`src/agwu_isqrt.sv`:
```
`timescale 1ns / 1ps
`default_nettype none
// Computes floor(sqrt(floor(2^48 / acc))) for acc > 0. A restoring divider
// produces the quotient one bit per cycle, then a digit-by-digit square
// root produces one result bit per cycle.
module agwu_isqrt (
    input  wire logic        clk,
    input  wire logic        rst_n,
    input  wire logic        start,
    input  wire logic [31:0] acc,
    output logic             done,
    output logic [24:0]      root
);
    localparam logic [1:0] S_IDLE = 2'd0;
    localparam logic [1:0] S_DIV  = 2'd1;
    localparam logic [1:0] S_SQRT = 2'd2;

    logic [1:0]  state_reg, state_next;
    logic [5:0]  cnt_reg, cnt_next;
    logic [48:0] quo_reg, quo_next;
    logic [32:0] rem_reg, rem_next;
    logic [31:0] den_reg, den_next;
    logic [49:0] sq_rem_reg, sq_rem_next;
    logic [24:0] res_reg, res_next;
    logic        done_reg, done_next;

    logic [33:0] rem_sh;
    logic [49:0] sq_try;
    logic [49:0] sq_sh;
    logic [49:0] quo_ext;

    // The quotient has an odd number of bits; a zero on top makes whole pairs.
    assign quo_ext = {1'b0, quo_reg};

    always_comb
    begin
        state_next = state_reg;
        cnt_next = cnt_reg;
        quo_next = quo_reg;
        rem_next = rem_reg;
        den_next = den_reg;
        sq_rem_next = sq_rem_reg;
        res_next = res_reg;
        done_next = 1'b0;
        rem_sh = '0;
        sq_sh = '0;
        sq_try = '0;
        unique case (state_reg)
            S_IDLE:
            begin
                if (start)
                begin
                    state_next = S_DIV;
                    cnt_next = 6'd48;
                    quo_next = 49'd1 << 48;
                    rem_next = '0;
                    den_next = acc;
                end
            end
            S_DIV:
            begin
                // Dividend bits shifted out of quo_reg from the top.
                rem_sh = {rem_reg, quo_reg[48]};
                if (rem_sh >= {2'b00, den_reg})
                begin
                    rem_next = 33'(rem_sh - {2'b00, den_reg});
                    quo_next = {quo_reg[47:0], 1'b1};
                end
                else
                begin
                    rem_next = rem_sh[32:0];
                    quo_next = {quo_reg[47:0], 1'b0};
                end
                cnt_next = 6'(cnt_reg - 6'd1);
                if (cnt_reg == 6'd0)
                begin
                    state_next = S_SQRT;
                    cnt_next = 6'd24;
                    sq_rem_next = '0;
                    res_next = '0;
                end
            end
            S_SQRT:
            begin
                // Bit pairs of the quotient are taken from the top down.
                sq_sh = {sq_rem_reg[47:0], quo_ext[{cnt_reg[4:0], 1'b0} +: 2]};
                sq_try = {23'd0, res_reg, 2'b01};
                if (sq_sh >= sq_try)
                begin
                    sq_rem_next = sq_sh - sq_try;
                    res_next = {res_reg[23:0], 1'b1};
                end
                else
                begin
                    sq_rem_next = sq_sh;
                    res_next = {res_reg[23:0], 1'b0};
                end
                cnt_next = 6'(cnt_reg - 6'd1);
                if (cnt_reg == 6'd0)
                begin
                    state_next = S_IDLE;
                    done_next = 1'b1;
                end
            end
            default:
            begin
                state_next = S_IDLE;
            end
        endcase
    end

    always_ff @(posedge clk or negedge rst_n)
    begin
        if (!rst_n)
        begin
            state_reg <= S_IDLE;
            done_reg <= 1'b0;
            cnt_reg <= '0;
        end
        else
        begin
            state_reg <= state_next;
            done_reg <= done_next;
            cnt_reg <= cnt_next;
        end
    end

    always_ff @(posedge clk)
    begin
        quo_reg <= quo_next;
        rem_reg <= rem_next;
        den_reg <= den_next;
        sq_rem_reg <= sq_rem_next;
        res_reg <= res_next;
    end

    assign done = done_reg;
    assign root = res_reg;

    a_done_from_sqrt: assert property (@(posedge clk) disable iff (!rst_n)
        done_reg |-> $past(state_reg) == S_SQRT) else $error("done without root step");
    a_no_start_busy: assert property (@(posedge clk) disable iff (!rst_n)
        (state_reg == S_DIV) |=> (state_reg == S_DIV || state_reg == S_SQRT))
        else $error("divider left early");
    a_den_nonzero: assert property (@(posedge clk) disable iff (!rst_n)
        (state_reg == S_DIV) |-> den_reg != 32'd0) else $error("zero divisor");
endmodule
`default_nettype wire

```
`config.mk`:
```
export PLATFORM = sky130hd
export DESIGN_NAME = agwu_isqrt
export DESIGN_NICKNAME = d
export VERILOG_FILES = /design/src/agwu_isqrt.sv
export SDC_FILE = /design/constraint.sdc
export NUM_CORES = 1
export LEC_CHECK = 0
export BUFFER_PORTS_ARGS = -buffer_cell sky130_fd_sc_hd__buf_4
export CAP_MARGIN = 20
export CORE_UTILIZATION = 60
export CTS_CLUSTER_DIAMETER = 40
export CTS_CLUSTER_SIZE = 25
export DETAILED_ROUTE_END_ITERATION = 10
export PLACE_DENSITY = 0.78
export SLEW_MARGIN = 20
export SYNTH_ARGS = -nofsm -noshare
export SYNTH_HDL_FRONTEND = slang
export SYNTH_SLANG_ARGS = --single-unit
```
`constraint.sdc`:
```
create_clock -name clk -period 8.6 [get_ports clk]
set_clock_uncertainty 0.15 [all_clocks]
set_input_delay 0.43 -clock clk [delete_from_list [all_inputs] [get_ports clk]]
set_output_delay 0.43 -clock clk [all_outputs]
set_load 0.005 [all_outputs]
```
==> reports/metrics.yaml <==
status: "complete, no violations"
grt_start_max_net_pins: 64
route.final.wire_length_mm: 25.2
grt_pass1_vias: 8709
nFillCells: 1460
synth_top_family_by_area: "simple AND/OR/NAND/NOR gates"
grtUsageTotal: 0.260
whs_path_depth: 1
path_buf_inv: 2
timing.final.crit_share: 0.632
start_util: 0.614
p_per_area_mw_per_mm2: 402
antenna_found_initial: 0
rsz0062_at_grt: "false"
syn_inst: 1178
portBuffers: 60
ir_drop_uv: 316
largest_register_ffs: 49
mostFrequentLayoutCell: "edfxtp_1"
synth_edf_count: 187
synth-simple-area-share: 0.181
setup_viol_count_final: 0
reg2reg_to: "sq_rem_reg[32]$_SDFFCE_PN0P_"
io_pins: 61
min-delay-start: "acc[0]"
rrSetupSlack_ns: 3.17
synth-seq-cells: 196
synth_warnings: 0
clk_path_buf_depth: 2
yosys_most_used_dff: "edfxtp_1"
tritoncts: "done"
dr.pass1.iters: 5
vias: 9059
clkTransAtPathRegs_ns: 0.08
syn_area_mm2: 0.0120
ant_nets: 0
p_leak_nw: 5.54
die_h_um: 144
grt_pass1_wl_mm: 41.9
hpwlAfterDp_mm: 17.6
routabilityCongestion: 0.885
cts_root_buf: "clkbuf_16"
dieArea_mm2: 0.0206
crit_family: "compound AO/OA/AOI/OAI gates"
startpoint_type: "flip-flop"
regArea_mm2: 0.00584
synth_xor_area_frac: 0.0357
numCtsBuffers: 17
gr-total-overflow: 0
cts.sinks: 196
n_antenna_cell: 0
slew_viol_final: 0
synthesis.nets: 1277
synth-compound-area-share: 0.143
design.core.area_mm2: 0.0196
cp-end-kind: "flip-flop"
rows: 51
period_minus_slack_ns: 5.43
crit_arrival_ns: 5.47
synthDistinctLibCells: 69
syn_area_per_cell_um2: 10.2
vias_per_cell: 5.94
cts.htree.levels: 4
cp_slowest_cell: "dfrtp_1"
multi_input_area_mm2: 0.00572
clk-insertion-delay-late_ns: 0.45
crit_type: "flip-flop to flip-flop"
final_nets: 1347
yosysSeqAreaShare: 0.485
tns_ns: 0
worstMarginPinSlew_ns: 1.14
design_power_total_w: 0.00548
synthAdderAreaFrac: 0.0671
r2r-start: "cnt_reg[0]$_DFFE_PN0P_"
worstPathRequired_ns: 8.64
synthMuxAreaShare: 0.0453
die_w_um: 144
layout-drive-gt1-share: 0.107
crit_fanout: 28
min_to: "den_reg[0]$_DFFE_PP_"
relSlewSlack: 0.239
fin_hold_ws_ns: 0.0347
max_freq_mhz: 184
final_cell_mix: "187 x edfxtp_1, 113 x nand2_1, 108 x nor2_1, 89 x a21oi_1, 79 x inv_1"
wl_per_cell_um: 16.5
critical_path.cell_chain: "mux4_2, mux2_2, nor2_1, nor3_1, a21o_1, inv_1, ha_1, nand2b_1, a21oi_1, o311a_1, o2111ai_1, a2111oi_2, nor2_4, buf_4, a2111oi_0, nand2_1, mux2i_1"
drc: 0
area_growth_pct: 13.4
post-cts-setup-buffer-count: 0
drtIter0Drc: 668
cpPeakStageDelay_ns: 0.85
max_cap_violations: 0
hold_viol_final: 0
rr_worst_depth: 17
async_reset_ff_frac: 0.0459
hold_class: "input port to flip-flop"
==> worst max-delay path by stage <==
stage | to | cells past startpoint | slack, ns | startpoint
finish | sq_rem_reg[32]$_SDFFCE_PN0P_ | 17 | 3.17 | cnt_reg[0]$_DFFE_PN0P_
global route | sq_rem_reg[32]$_SDFFCE_PN0P_ | 17 | 2.54 | cnt_reg[0]$_DFFE_PN0P_
CTS | sq_rem_reg[32]$_SDFFCE_PN0P_ | 17 | 3.14 | cnt_reg[0]$_DFFE_PN0P_
detailed placement | sq_rem_reg[32]$_SDFFCE_PN0P_ | 17 | 3.16 | cnt_reg[0]$_DFFE_PN0P_
global placement | sq_rem_reg[32]$_SDFFCE_PN0P_ | 17 | 3.33 | cnt_reg[0]$_DFFE_PN0P_
floorplan | root[0]$_SDFFCE_PN0P_ | 5 | 1.69 | state_reg[0]$_DFFE_PN0P_
==> routing by layer <==
layer | GRT usage | vias up | part of all wire
met5 | 0 | - | 0
met1 | 0.337 | 4341 | 0.43
met2 | 0.443 | 249 | 0.50
met3 | 0.0516 | 39 | 0.055
met4 | 0.0728 | 0 | 0.019
li1 | - | 4430 | -
==> cells in the mapped netlist (all sizes together), types with 12 or more instances <==
master | n | area share
clkbuf | 38 | 0.012
mux4 | 12 | 0.022
mux2i | 23 | 0.019
a21o | 36 | 0.022
o21a | 15 | 0.0094
and2 | 60 | 0.031
nand4 | 13 | 0.0068
nand2 | 113 | 0.035
a211oi | 12 | 0.0075
nor3 | 17 | 0.0071
nor2 | 109 | 0.034
or3 | 12 | 0.0062
o21ai | 39 | 0.017
xor2 | 21 | 0.015
xnor2 | 28 | 0.020
ha | 63 | 0.065
edfxtp | 187 | 0.47
nand2b | 27 | 0.014
nand3 | 36 | 0.015
a21oi | 89 | 0.037
inv | 81 | 0.025
==> area by class of cell <==
cell class,instances,share of cell area
flip-flops and latches,196,0.428
clock buffers,17,0.0312
inverters,81,0.0223
multi-input cells,853,0.419
well taps,265,0.0243
clock inverters,15,0.0151
repair buffers,99,0.0603
==> cell families after synthesis <==
family	count (synthesis)
and+or+nand+nor	438
DFF	196
muxes	39
AOI/OAI and AO/OA	263
buffers and inverters	129
adders and majority gates	64
xor gates and xnor gates	49
==> power by group <==
part           internal [W]  switching [W]
combinational       0.00119        0.00165
clock              0.000424       0.000403
sequential          0.00158       0.000240
==> stage by stage <==
stage / area, um^2 / setup WS, ns / std cells / util
floorplan: 12000 / 1.69 / 1178 / -
global placement: 12700 / 3.33 / 1462 / 0.648
detailed placement: 12700 / 3.16 / 1462 / 0.648
CTS: 13600 / 3.14 / 1520 / 0.694
global route: 13700 / 2.54 / 1526 / 0.697
finish: 13700 / 3.17 / 1526 / 0.697
==> repair_timing <==
item / in CTS / in global routing
endpoints found under the hold margin: 34 / 6
hold buffers: 26 / 6
resized for setup: 0 / 0
(Power assumes the default switching activity.)
